File: src/rtl/cfec_pkg.sv
// Shared types and constants of the capture frequency and edge counter.
package cfec_pkg;

    localparam int DATA_W     = 32;
    localparam int CH_W       = 2;
    localparam int MASK_W     = 4;
    localparam int RATE_W     = 28;
    localparam int CFG_IDX_W  = 2;
    localparam int CFG_DATA_W = RATE_W;

    localparam logic [RATE_W-1:0] RATE_RESET = RATE_W'(1000000);

    // Register indexes of the configuration port.
    localparam logic [CFG_IDX_W-1:0] REG_MODE_MASK    = 2'd0;
    localparam logic [CFG_IDX_W-1:0] REG_ENABLE_MASK  = 2'd1;
    localparam logic [CFG_IDX_W-1:0] REG_CAPTURE_RATE = 2'd2;

    // Transaction function codes.
    localparam logic FUNC_CAPTURE = 1'b0;
    localparam logic FUNC_REPORT  = 1'b1;

    typedef struct packed {
        logic              start;
        logic [RATE_W-1:0] dividend;
        logic [DATA_W-1:0] divisor;
    } t_div_req;

    typedef struct packed {
        logic              done;
        logic [RATE_W-1:0] quotient;
    } t_div_rsp;

endpackage

File: src/rtl/cfec_evt_if.sv
// Event channel: edge captures and report requests.
interface cfec_evt_if;
    logic                       valid;
    logic                       ready;
    logic                       func;
    logic [cfec_pkg::CH_W-1:0]   channel;
    logic [cfec_pkg::DATA_W-1:0] capture_time;

    modport source (output valid, output func, output channel, output capture_time,
                    input ready);
    modport sink   (input valid, input func, input channel, input capture_time,
                    output ready);
endinterface

File: src/rtl/cfec_rpt_if.sv
// Report channel: one measured value per report request.
interface cfec_rpt_if;
    logic                       valid;
    logic                       ready;
    logic [cfec_pkg::CH_W-1:0]   report_channel;
    logic [cfec_pkg::DATA_W-1:0] value;
    logic                       is_frequency;
    logic                       zero_period;

    modport source (output valid, output report_channel, output value,
                    output is_frequency, output zero_period, input ready);
    modport sink   (input valid, input report_channel, input value,
                    input is_frequency, input zero_period, output ready);
endinterface

File: src/rtl/cfec_div.sv
// Iterative restoring divider, one quotient bit per cycle.
module cfec_div (
    input  logic                i_clk,
    input  logic                i_rst_n,
    input  cfec_pkg::t_div_req  i_req,
    output cfec_pkg::t_div_rsp  o_rsp
);

    localparam int QW    = cfec_pkg::RATE_W;
    localparam int DW    = cfec_pkg::DATA_W;
    localparam int CNT_W = $clog2(QW);

    logic            r_busy;
    logic [CNT_W-1:0] r_cnt;
    logic [DW-1:0]   r_rem;
    logic [QW-1:0]   r_quo;
    logic [DW-1:0]   r_dvs;
    logic            r_done;

    logic [DW:0]     w_sh;
    logic [DW:0]     w_diff;
    logic            w_ge;

    always_comb begin
        w_sh   = {r_rem, r_quo[QW-1]};
        w_ge   = w_sh >= {1'b0, r_dvs};
        w_diff = w_sh - {1'b0, r_dvs};
    end

    always_ff @(posedge i_clk) begin
        if (!i_rst_n) begin
            r_busy <= 1'b0;
            r_done <= 1'b0;
            r_cnt  <= '0;
        end else begin
            r_done <= 1'b0;
            if (r_busy) begin
                r_rem <= w_ge ? w_diff[DW-1:0] : w_sh[DW-1:0];
                r_quo <= {r_quo[QW-2:0], w_ge};
                if (r_cnt == '0) begin
                    r_busy <= 1'b0;
                    r_done <= 1'b1;
                end else begin
                    r_cnt <= r_cnt - 1'b1;
                end
            end else if (i_req.start) begin
                r_busy <= 1'b1;
                r_cnt  <= CNT_W'(QW - 1);
                r_rem  <= '0;
                r_quo  <= i_req.dividend;
                r_dvs  <= i_req.divisor;
            end
        end
    end

    assign o_rsp.done     = r_done;
    assign o_rsp.quotient = r_quo;

    a_start_idle: assert property (@(posedge i_clk) disable iff (!i_rst_n)
        i_req.start |-> !r_busy)
        else $error("divider started while busy");

    a_last_step_done: assert property (@(posedge i_clk) disable iff (!i_rst_n)
        r_busy && r_cnt == '0 |=> r_done && !r_busy)
        else $error("divider did not finish after its last step");

    a_done_pulse: assert property (@(posedge i_clk) disable iff (!i_rst_n)
        r_done |=> !r_done)
        else $error("divider done held for more than one cycle");

endmodule

File: src/rtl/capture_frequency_and_edge_counter_top.sv
// Top level of the four-channel reciprocal frequency and edge counter.
//
// The block takes edge-capture and report-request transactions on its event
// channel. A channel in count mode adds one to a wrapping 32-bit count per
// enabled capture. A channel in frequency mode stores its first armed capture,
// and on the second one divides the capture rate by the modular 32-bit period;
// the channel then stays disarmed until it is reported. Equal timestamps give
// a frequency of 0 with the zero-period flag set. A report returns the
// frequency or count of its channel and re-arms frequency mode. A second
// capture with a nonzero period starts the shared restoring divider, which
// produces one of its 28 quotient bits per cycle, and the event channel is
// held not ready until the quotient is written back. A report is taken only
// when the report output register is empty or is being emptied in the same
// cycle. Configuration writes are taken at any time but are intended for
// moments when no transaction is in flight.

module capture_frequency_and_edge_counter_top #(
    parameter int NUM_CHANNELS = 4
) (
    input  logic                                i_clk,
    input  logic                                i_rst_n,
    input  logic                                i_cfg_we,
    input  logic [cfec_pkg::CFG_IDX_W-1:0]      i_cfg_idx,
    input  logic [cfec_pkg::CFG_DATA_W-1:0]     i_cfg_data,
    cfec_evt_if.sink                            i_evt,
    cfec_rpt_if.source                          o_rpt
);

    localparam int DW = cfec_pkg::DATA_W;

    typedef enum logic {S_IDLE, S_DIV} t_state;

    t_state r_state;

    // Configuration registers.
    logic [cfec_pkg::MASK_W-1:0] r_mode_mask;
    logic [cfec_pkg::MASK_W-1:0] r_en_mask;
    logic [cfec_pkg::RATE_W-1:0] r_rate;

    // Per-channel measurement state.
    logic [DW-1:0] r_first [NUM_CHANNELS];
    logic [DW-1:0] r_count [NUM_CHANNELS];
    logic [DW-1:0] r_freq  [NUM_CHANNELS];
    logic [NUM_CHANNELS-1:0] r_wait;
    logic [NUM_CHANNELS-1:0] r_armed;
    logic [NUM_CHANNELS-1:0] r_err;

    // Channel whose division is in progress, one-hot.
    logic [NUM_CHANNELS-1:0] r_div_sel;

    // Report output register.
    logic                        r_out_valid;
    logic [cfec_pkg::CH_W-1:0]   r_out_ch;
    logic [DW-1:0]               r_out_value;
    logic                        r_out_is_freq;
    logic                        r_out_zero;

    logic [NUM_CHANNELS-1:0] w_sel;
    logic                    w_ch_ok;
    logic [DW-1:0]           w_first;
    logic [DW-1:0]           w_count;
    logic [DW-1:0]           w_freq;
    logic                    w_wait;
    logic                    w_armed;
    logic                    w_err;
    logic                    w_mode;
    logic                    w_en;
    logic [DW-1:0]           w_period;
    logic                    w_accept;
    logic                    w_is_report;

    cfec_pkg::t_div_req w_div_req;
    cfec_pkg::t_div_rsp w_div_rsp;

    // Decode the addressed channel and select its state.
    always_comb begin
        w_first = '0;
        w_count = '0;
        w_freq  = '0;
        w_wait  = 1'b0;
        w_armed = 1'b0;
        w_err   = 1'b0;
        for (int k = 0; k < NUM_CHANNELS; k++) begin
            w_sel[k] = int'(i_evt.channel) == k;
            if (w_sel[k]) begin
                w_first = r_first[k];
                w_count = r_count[k];
                w_freq  = r_freq[k];
                w_wait  = r_wait[k];
                w_armed = r_armed[k];
                w_err   = r_err[k];
            end
        end
    end

    assign w_ch_ok     = int'(i_evt.channel) < NUM_CHANNELS;
    assign w_mode      = r_mode_mask[i_evt.channel];
    assign w_en        = r_en_mask[i_evt.channel];
    assign w_period    = i_evt.capture_time - w_first;
    assign w_is_report = i_evt.func == cfec_pkg::FUNC_REPORT;

    assign i_evt.ready = (r_state == S_IDLE) && (!r_out_valid || o_rpt.ready);
    assign w_accept    = i_evt.valid && i_evt.ready;

    // The second armed capture of an enabled frequency-mode channel with a nonzero period.
    assign w_div_req.start    = w_accept && w_ch_ok && !w_is_report && w_en && w_mode
                                && w_armed && w_wait && (w_period != '0);
    assign w_div_req.dividend = r_rate;
    assign w_div_req.divisor  = w_period;

    cfec_div u_div (
        .i_clk   (i_clk),
        .i_rst_n (i_rst_n),
        .i_req   (w_div_req),
        .o_rsp   (w_div_rsp)
    );

    always_ff @(posedge i_clk) begin
        if (!i_rst_n) begin
            r_state     <= S_IDLE;
            r_mode_mask <= '0;
            r_en_mask   <= '0;
            r_rate      <= cfec_pkg::RATE_RESET;
            r_wait      <= '0;
            r_armed     <= '1;
            r_err       <= '0;
            r_div_sel   <= '0;
            r_out_valid <= 1'b0;
            for (int k = 0; k < NUM_CHANNELS; k++) begin
                r_first[k] <= '0;
                r_count[k] <= '0;
                r_freq[k]  <= '0;
            end
        end else begin
            if (i_cfg_we) begin
                case (i_cfg_idx)
                    cfec_pkg::REG_MODE_MASK: begin
                        r_mode_mask <= i_cfg_data[cfec_pkg::MASK_W-1:0];
                    end
                    cfec_pkg::REG_ENABLE_MASK: begin
                        r_en_mask <= i_cfg_data[cfec_pkg::MASK_W-1:0];
                    end
                    cfec_pkg::REG_CAPTURE_RATE: begin
                        r_rate <= i_cfg_data;
                    end
                    default: begin
                    end
                endcase
            end

            if (o_rpt.ready) begin
                r_out_valid <= 1'b0;
            end

            case (r_state)
                S_IDLE: begin
                    if (w_accept && w_ch_ok) begin
                        if (w_is_report) begin
                            r_out_valid   <= 1'b1;
                            r_out_ch      <= i_evt.channel;
                            r_out_value   <= w_mode ? w_freq : w_count;
                            r_out_is_freq <= w_mode;
                            r_out_zero    <= w_mode && w_err;
                            for (int k = 0; k < NUM_CHANNELS; k++) begin
                                if (w_sel[k] && w_mode) begin
                                    r_armed[k] <= 1'b1;
                                end
                            end
                        end else if (w_en) begin
                            for (int k = 0; k < NUM_CHANNELS; k++) begin
                                if (w_sel[k]) begin
                                    if (!w_mode) begin
                                        r_count[k] <= r_count[k] + 1'b1;
                                    end else if (r_armed[k]) begin
                                        if (!r_wait[k]) begin
                                            r_first[k] <= i_evt.capture_time;
                                            r_wait[k]  <= 1'b1;
                                        end else if (w_period == '0) begin
                                            r_freq[k]  <= '0;
                                            r_err[k]   <= 1'b1;
                                            r_wait[k]  <= 1'b0;
                                            r_armed[k] <= 1'b0;
                                        end
                                    end
                                end
                            end
                            if (w_div_req.start) begin
                                r_state   <= S_DIV;
                                r_div_sel <= w_sel;
                            end
                        end
                    end
                end
                S_DIV: begin
                    if (w_div_rsp.done) begin
                        for (int k = 0; k < NUM_CHANNELS; k++) begin
                            if (r_div_sel[k]) begin
                                r_freq[k]  <= DW'(w_div_rsp.quotient);
                                r_err[k]   <= 1'b0;
                                r_wait[k]  <= 1'b0;
                                r_armed[k] <= 1'b0;
                            end
                        end
                        r_state <= S_IDLE;
                    end
                end
                default: begin
                    r_state <= S_IDLE;
                end
            endcase
        end
    end

    assign o_rpt.valid          = r_out_valid;
    assign o_rpt.report_channel = r_out_ch;
    assign o_rpt.value          = r_out_value;
    assign o_rpt.is_frequency   = r_out_is_freq;
    assign o_rpt.zero_period    = r_out_zero;

    a_div_enters: assert property (@(posedge i_clk) disable iff (!i_rst_n)
        w_div_req.start |=> r_state == S_DIV)
        else $error("division started without the sequencer waiting for it");

    a_div_onehot: assert property (@(posedge i_clk) disable iff (!i_rst_n)
        r_state == S_DIV |-> $onehot(r_div_sel))
        else $error("division target is not a single channel");

    a_report_out: assert property (@(posedge i_clk) disable iff (!i_rst_n)
        w_accept && w_ch_ok && w_is_report |=> r_out_valid)
        else $error("accepted report transaction gave no output");

    a_done_only_div: assert property (@(posedge i_clk) disable iff (!i_rst_n)
        w_div_rsp.done |-> r_state == S_DIV)
        else $error("quotient arrived outside a division");

endmodule

File: src/flat_wrapper.sv
// flat-port wrapper written by rule: the top's interface ports become plain ports
module capture_frequency_and_edge_counter_top_flat 
#(
    parameter int NUM_CHANNELS = 4
)
  (i_clk, i_rst_n, i_cfg_we, i_cfg_idx, i_cfg_data, i_evt_valid, i_evt_func, i_evt_channel, i_evt_capture_time, i_evt_ready, o_rpt_valid, o_rpt_report_channel, o_rpt_value, o_rpt_is_frequency, o_rpt_zero_period, o_rpt_ready);
  cfec_evt_if i_evt_i ();
  cfec_rpt_if o_rpt_i ();
  input  logic i_clk;
  input  logic i_rst_n;
  input  logic i_cfg_we;
  input  logic [cfec_pkg::CFG_IDX_W-1:0] i_cfg_idx;
  input  logic [cfec_pkg::CFG_DATA_W-1:0] i_cfg_data;
  input wire logic [$bits(i_evt_i.valid)-1:0] i_evt_valid;
  input wire logic [$bits(i_evt_i.func)-1:0] i_evt_func;
  input wire logic [$bits(i_evt_i.channel)-1:0] i_evt_channel;
  input wire logic [$bits(i_evt_i.capture_time)-1:0] i_evt_capture_time;
  output wire logic [$bits(i_evt_i.ready)-1:0] i_evt_ready;
  output wire logic [$bits(o_rpt_i.valid)-1:0] o_rpt_valid;
  output wire logic [$bits(o_rpt_i.report_channel)-1:0] o_rpt_report_channel;
  output wire logic [$bits(o_rpt_i.value)-1:0] o_rpt_value;
  output wire logic [$bits(o_rpt_i.is_frequency)-1:0] o_rpt_is_frequency;
  output wire logic [$bits(o_rpt_i.zero_period)-1:0] o_rpt_zero_period;
  input wire logic [$bits(o_rpt_i.ready)-1:0] o_rpt_ready;
  assign i_evt_i.valid = i_evt_valid;
  assign i_evt_i.func = i_evt_func;
  assign i_evt_i.channel = i_evt_channel;
  assign i_evt_i.capture_time = i_evt_capture_time;
  assign i_evt_ready = i_evt_i.ready;
  assign o_rpt_valid = o_rpt_i.valid;
  assign o_rpt_report_channel = o_rpt_i.report_channel;
  assign o_rpt_value = o_rpt_i.value;
  assign o_rpt_is_frequency = o_rpt_i.is_frequency;
  assign o_rpt_zero_period = o_rpt_i.zero_period;
  assign o_rpt_i.ready = o_rpt_ready;
  capture_frequency_and_edge_counter_top #(.NUM_CHANNELS(NUM_CHANNELS)) u_core (.i_clk(i_clk), .i_rst_n(i_rst_n), .i_cfg_we(i_cfg_we), .i_cfg_idx(i_cfg_idx), .i_cfg_data(i_cfg_data), .i_evt(i_evt_i), .o_rpt(o_rpt_i));
endmodule
File: config.mk
export PLATFORM = sky130hd
export DESIGN_NAME = capture_frequency_and_edge_counter_top_flat
export DESIGN_NICKNAME = d
export VERILOG_FILES = /design/src/rtl/cfec_pkg.sv /design/src/rtl/cfec_evt_if.sv /design/src/rtl/cfec_rpt_if.sv /design/src/rtl/cfec_div.sv /design/src/rtl/capture_frequency_and_edge_counter_top.sv /design/src/flat_wrapper.sv
export SDC_FILE = /design/constraint.sdc
export NUM_CORES = 1
export LEC_CHECK = 0
export BUFFER_PORTS_ARGS = -buffer_cell sky130_fd_sc_hd__buf_2
export CORE_MARGIN = 2
export CORE_UTILIZATION = 45
export DETAILED_ROUTE_END_ITERATION = 16
export GPL_TIMING_DRIVEN = 0
export HOLD_SLACK_MARGIN = 0.15
export REMOVE_ABC_BUFFERS = 1
export SETUP_SLACK_MARGIN = 0.3
export SKIP_CTS_REPAIR_TIMING = 1
export SYNTH_ARGS = -nofsm -noshare
export SYNTH_HDL_FRONTEND = slang
export SYNTH_HIERARCHICAL = 1
export SYNTH_SLANG_ARGS = --single-unit
File: constraint.sdc
create_clock -name i_clk -period 11.3 [get_ports i_clk]
set_input_delay 0.565 -clock i_clk [delete_from_list [all_inputs] [get_ports i_clk]]
set_output_delay 0.565 -clock i_clk [all_outputs]
set_load 0.01 [all_outputs]
==> impl_metrics.py <==
metrics = {
    "critical_path": {
        "max_stage_delay_ns": 0.87,
        "required_ns": 11.54,
        "cpLargestDelayFamily": "simple AND/OR/NAND/NOR gates",
        "crit_path_cell_trace": "buf_8 > buf_16 > mux4_2 > inv_1 > ha_1 > nor2b_1 > o2111ai_1 > a211oi_2 > or3_1 > a2111oi_0 > nand4b_1 > or4_1 > nor3_4 > buf_16 > a31o_2",
        "crit_type": "in2reg",
        "r2r_cells": 13,
        "ff2ff_setup_slack_ns": 5.09,
        "startpoint_type": "primary input",
        "rr_endpoint": "u_core/r_freq[0][26]$_SDFFCE_PN0P_",
        "crit_slowest_cell": "nor3_4",
        "cp_common_cell": "buf_16",
        "path_max_fanout": 80,
        "endpoint_kind": "flip-flop",
        "crit_buf_inv": 4,
        "worstReg2RegStart": "u_core/r_first[0][1]$_SDFFCE_PN0P_",
        "cp.arrival_ns": 6.92,
    },
    "power": {
        "p_sw_mw": 1.14,
        "p_clk_share_pct": 42.6,
        "power_mw": 4.82,
        "ir_drop_uv": 116,
        "power_density_nw_per_um2": 142,
        "seqPwrFrac_pct": 48.1,
        "leakage_nw": 12.5,
        "p_comb_share_pct": 9.2,
        "switching_share_pct": 23.7,
        "intPower_mw": 3.68,
    },
    "cts": {
        "cts-buffers-inserted": 60,
        "cts_tree": "done",
        "cts_sinks": 557,
        "htreeDepth": 2,
        "clockRootBuffer": "clkbuf_16",
        "clockBufferDepth": 3,
        "clk_pin_slew_worst_paths_ns": 0.06,
        "clk_latency_ns": 0.64,
    },
    "die": {
        "die_height_um": 262,
        "rows": 94,
        "start_util_pct": 45.5,
        "dieArea_um2": 68700,
        "chipWidth_um": 262,
        "core_area_um2": 65900,
        "ios": 108,
    },
    "global_route": {
        "first_global_vias": 20900,
        "antenna_found_initial": 2,
        "grt_max_degree": 81,
        "grt_use_total_pct": 22.3,
        "grt_pass1_wl_um": 120000,
        "overflow": 0,
    },
    "logic_synthesis": {
        "yosys_most_used_dff": "edfxtp_1",
        "synth_cells": 2659,
        "synth_edf_count": 468,
        "syn_area_um2": 30000,
        "yosysUniqueCellTypes": 83,
        "ys_seq_area_share_pct": 52.8,
        "avgSynthCellArea_um2": 11.3,
        "ys_async_sr_fraction_pct": 0,
        "yosysWarnings": 6,
        "synth-seq-cells": 557,
    },
    "placement": {
        "place_hpwl_um": 52800,
        "gp_congestion": 0.913,
        "portBuffers": 107,
        "placed_area_um2": 31800,
    },
    "finish": {
        "mostFrequentLayoutCells": "edfxtp_1, nor2_1, nand2_1",
        "fill_cells": 5811,
        "area_growth_pct": 13.0,
        "final_common_cell": "edfxtp_1",
        "nNetsFinal": 2858,
        "design_area_um2": 33900,
        "drive_gt1_share_pct": 15.8,
        "utilization_pct": 51.4,
    },
    "sta": {
        "skew_ns": 0.0288,
        "slew_violations": 0,
        "min_period_ns": 6.68,
        "finalCritPeriodShare_pct": 59.1,
        "rsz0062_at_grt": "no",
        "fin_tns_setup_ns": 0,
        "hold_violations": 0,
        "fin_hold_ws_ns": 0.143,
        "worst_slew_pin_slew_ns": 1.36,
        "fmax_ghz": 0.150,
        "setup_viol": 0,
        "maxSlewHeadroom_pct": 9.01,
    },
    "hold_path": {
        "hold_depth": 3,
        "holdPathEnd": "u_core/r_rate[9]$_SDFFE_PN1P_",
        "min_from": "i_cfg_data[9]",
        "hold_class": "in2reg",
    },
    "route": {
        "firstDrtPassIters": 6,
        "drt_iter0_drc": 1792,
        "ant_nets": 0,
        "viasPerCell": 5.82,
        "wl_per_cell_um": 21.1,
        "drt_wl_total_um": 76500,
        "drc_errors": 0,
        "vias": 21100,
    },
    "status": {
        "status": "complete, no violations",
    },
    "flow_run": {
        "maxCapViolations": 0,
    },
}
[synthesized netlist by cell type, types with 69 or more instances]
cell | n | area share [%]
edfxtp_1 | 468 | 47
nor2_1 | 239 | 3.0
nand2_1 | 225 | 2.8
and2_1 | 195 | 4.1
a21oi_1 | 181 | 3.0
clkbuf_1 | 109 | 1.4
inv_1 | 102 | 1.3
mux4_2 | 95 | 7.1
and3_1 | 94 | 2.0
dfxtp_1 | 89 | 5.9
nand3_1 | 87 | 1.5
xor2_1 | 86 | 2.5
ha_1 | 69 | 2.9
[how the worst max path moves through the flow]
| stage | cells past startpoint | startpoint | endpoint | slack [ns] |
|---|---|---|---|---|
| 4_1_cts | 15 | i_evt_channel[0] | u_core/r_freq[0][23]$_SDFFCE_PN0P_ | 4.57 |
| 3_5_place_dp | 15 | i_evt_channel[0] | u_core/r_freq[0][23]$_SDFFCE_PN0P_ | 3.91 |
| 5_1_grt | 15 | i_evt_channel[0] | u_core/r_freq[0][24]$_SDFFCE_PN0P_ | 4.01 |
| 6_report | 15 | i_evt_channel[0] | u_core/r_freq[0][26]$_SDFFCE_PN0P_ | 4.62 |
| 2_1_floorplan | 14 | i_evt_channel[0] | u_core/u_div/r_quo[0]$_DFFE_PP_ | 4.77 |
| 3_3_place_gp | 15 | i_evt_channel[0] | u_core/u_div/r_rem[22]$_SDFFCE_PN0P_ | -1.26 |
[state kept, by name (all words and copies together) (netlist names), 2 cells and up]
register and count:
u_core/r_count 128, u_core/r_first 128, u_core/r_freq 112, u_core/o_rpt.value 32, u_core/u_div/r_dvs 32, u_core/u_div/r_rem 32
u_core/r_rate 28, u_core/u_div/r_quo 28, u_core/u_div/r_cnt 5, u_core/r_armed 4, u_core/r_div_sel 4, u_core/r_en_mask 4
u_core/r_err 4, u_core/r_mode_mask 4, u_core/r_wait 4, u_core/o_rpt.report_channel 2
[layer usage]
metal / vias to the layer above / wire, µm / global-route usage [%]
met3: 98 / 3710 / 2.40
met1: 10500 / 33900 / 30.8
met5: - / 13 / 0
li1: 9919 / - / -
met2: 590 / 37300 / 37.8
met4: 2 / 1540 / 5.59
[per-stage QoR]
stage | std cells | setup WS [ns]
finish | 3629 | 4.62
global route | 3628 | 4.01
CTS | 3627 | 4.57
detailed placement | 3518 | 3.91
global placement | 3484 | -1.26
floorplan | 2513 | 4.77
[cells by family after synthesis]
kind of cell,Yosys count,share of synthesized area (%)
adder cells (fa/ha/maj),71,3.01
AND/OR/NAND/NOR,1042,17.7
flip-flops,557,52.8
buffers and inverters,248,3.25
XOR/XNOR,154,4.50
multiplexers,164,9.68
AO/OA/AOI/OAI,423,8.97
[layout make-up]
type                    count  area [µm²]  area share, %
flip-flops and latches    557       15800           46.8
multi-input cells        1854       13300           39.3
clock buffers              71        1620           4.77
repair buffers            142        1170           3.47
well taps                 864        1080           3.19
clock inverters            38         450           1.33
inverters                 102         383           1.13
diodes                      1        2.50        0.00739
[tightest hold or removal path, cell delays in order]
cell,delay [ns]
buf_2,0.07
nand2_1,0.04
nand3_1,0.08
[power groups by stage]
stage	combinational, mW	clock (mW)	sequential [mW]
after floorplan	0.272	0	2.35
after global placement	0.429	0	2.36
after detailed placement	0.443	0	2.36
after CTS	0.445	2.10	2.32
after global routing	0.487	2.19	2.33
final	0.446	2.06	2.32
Note: power is estimated with default switching activity, not from simulation.
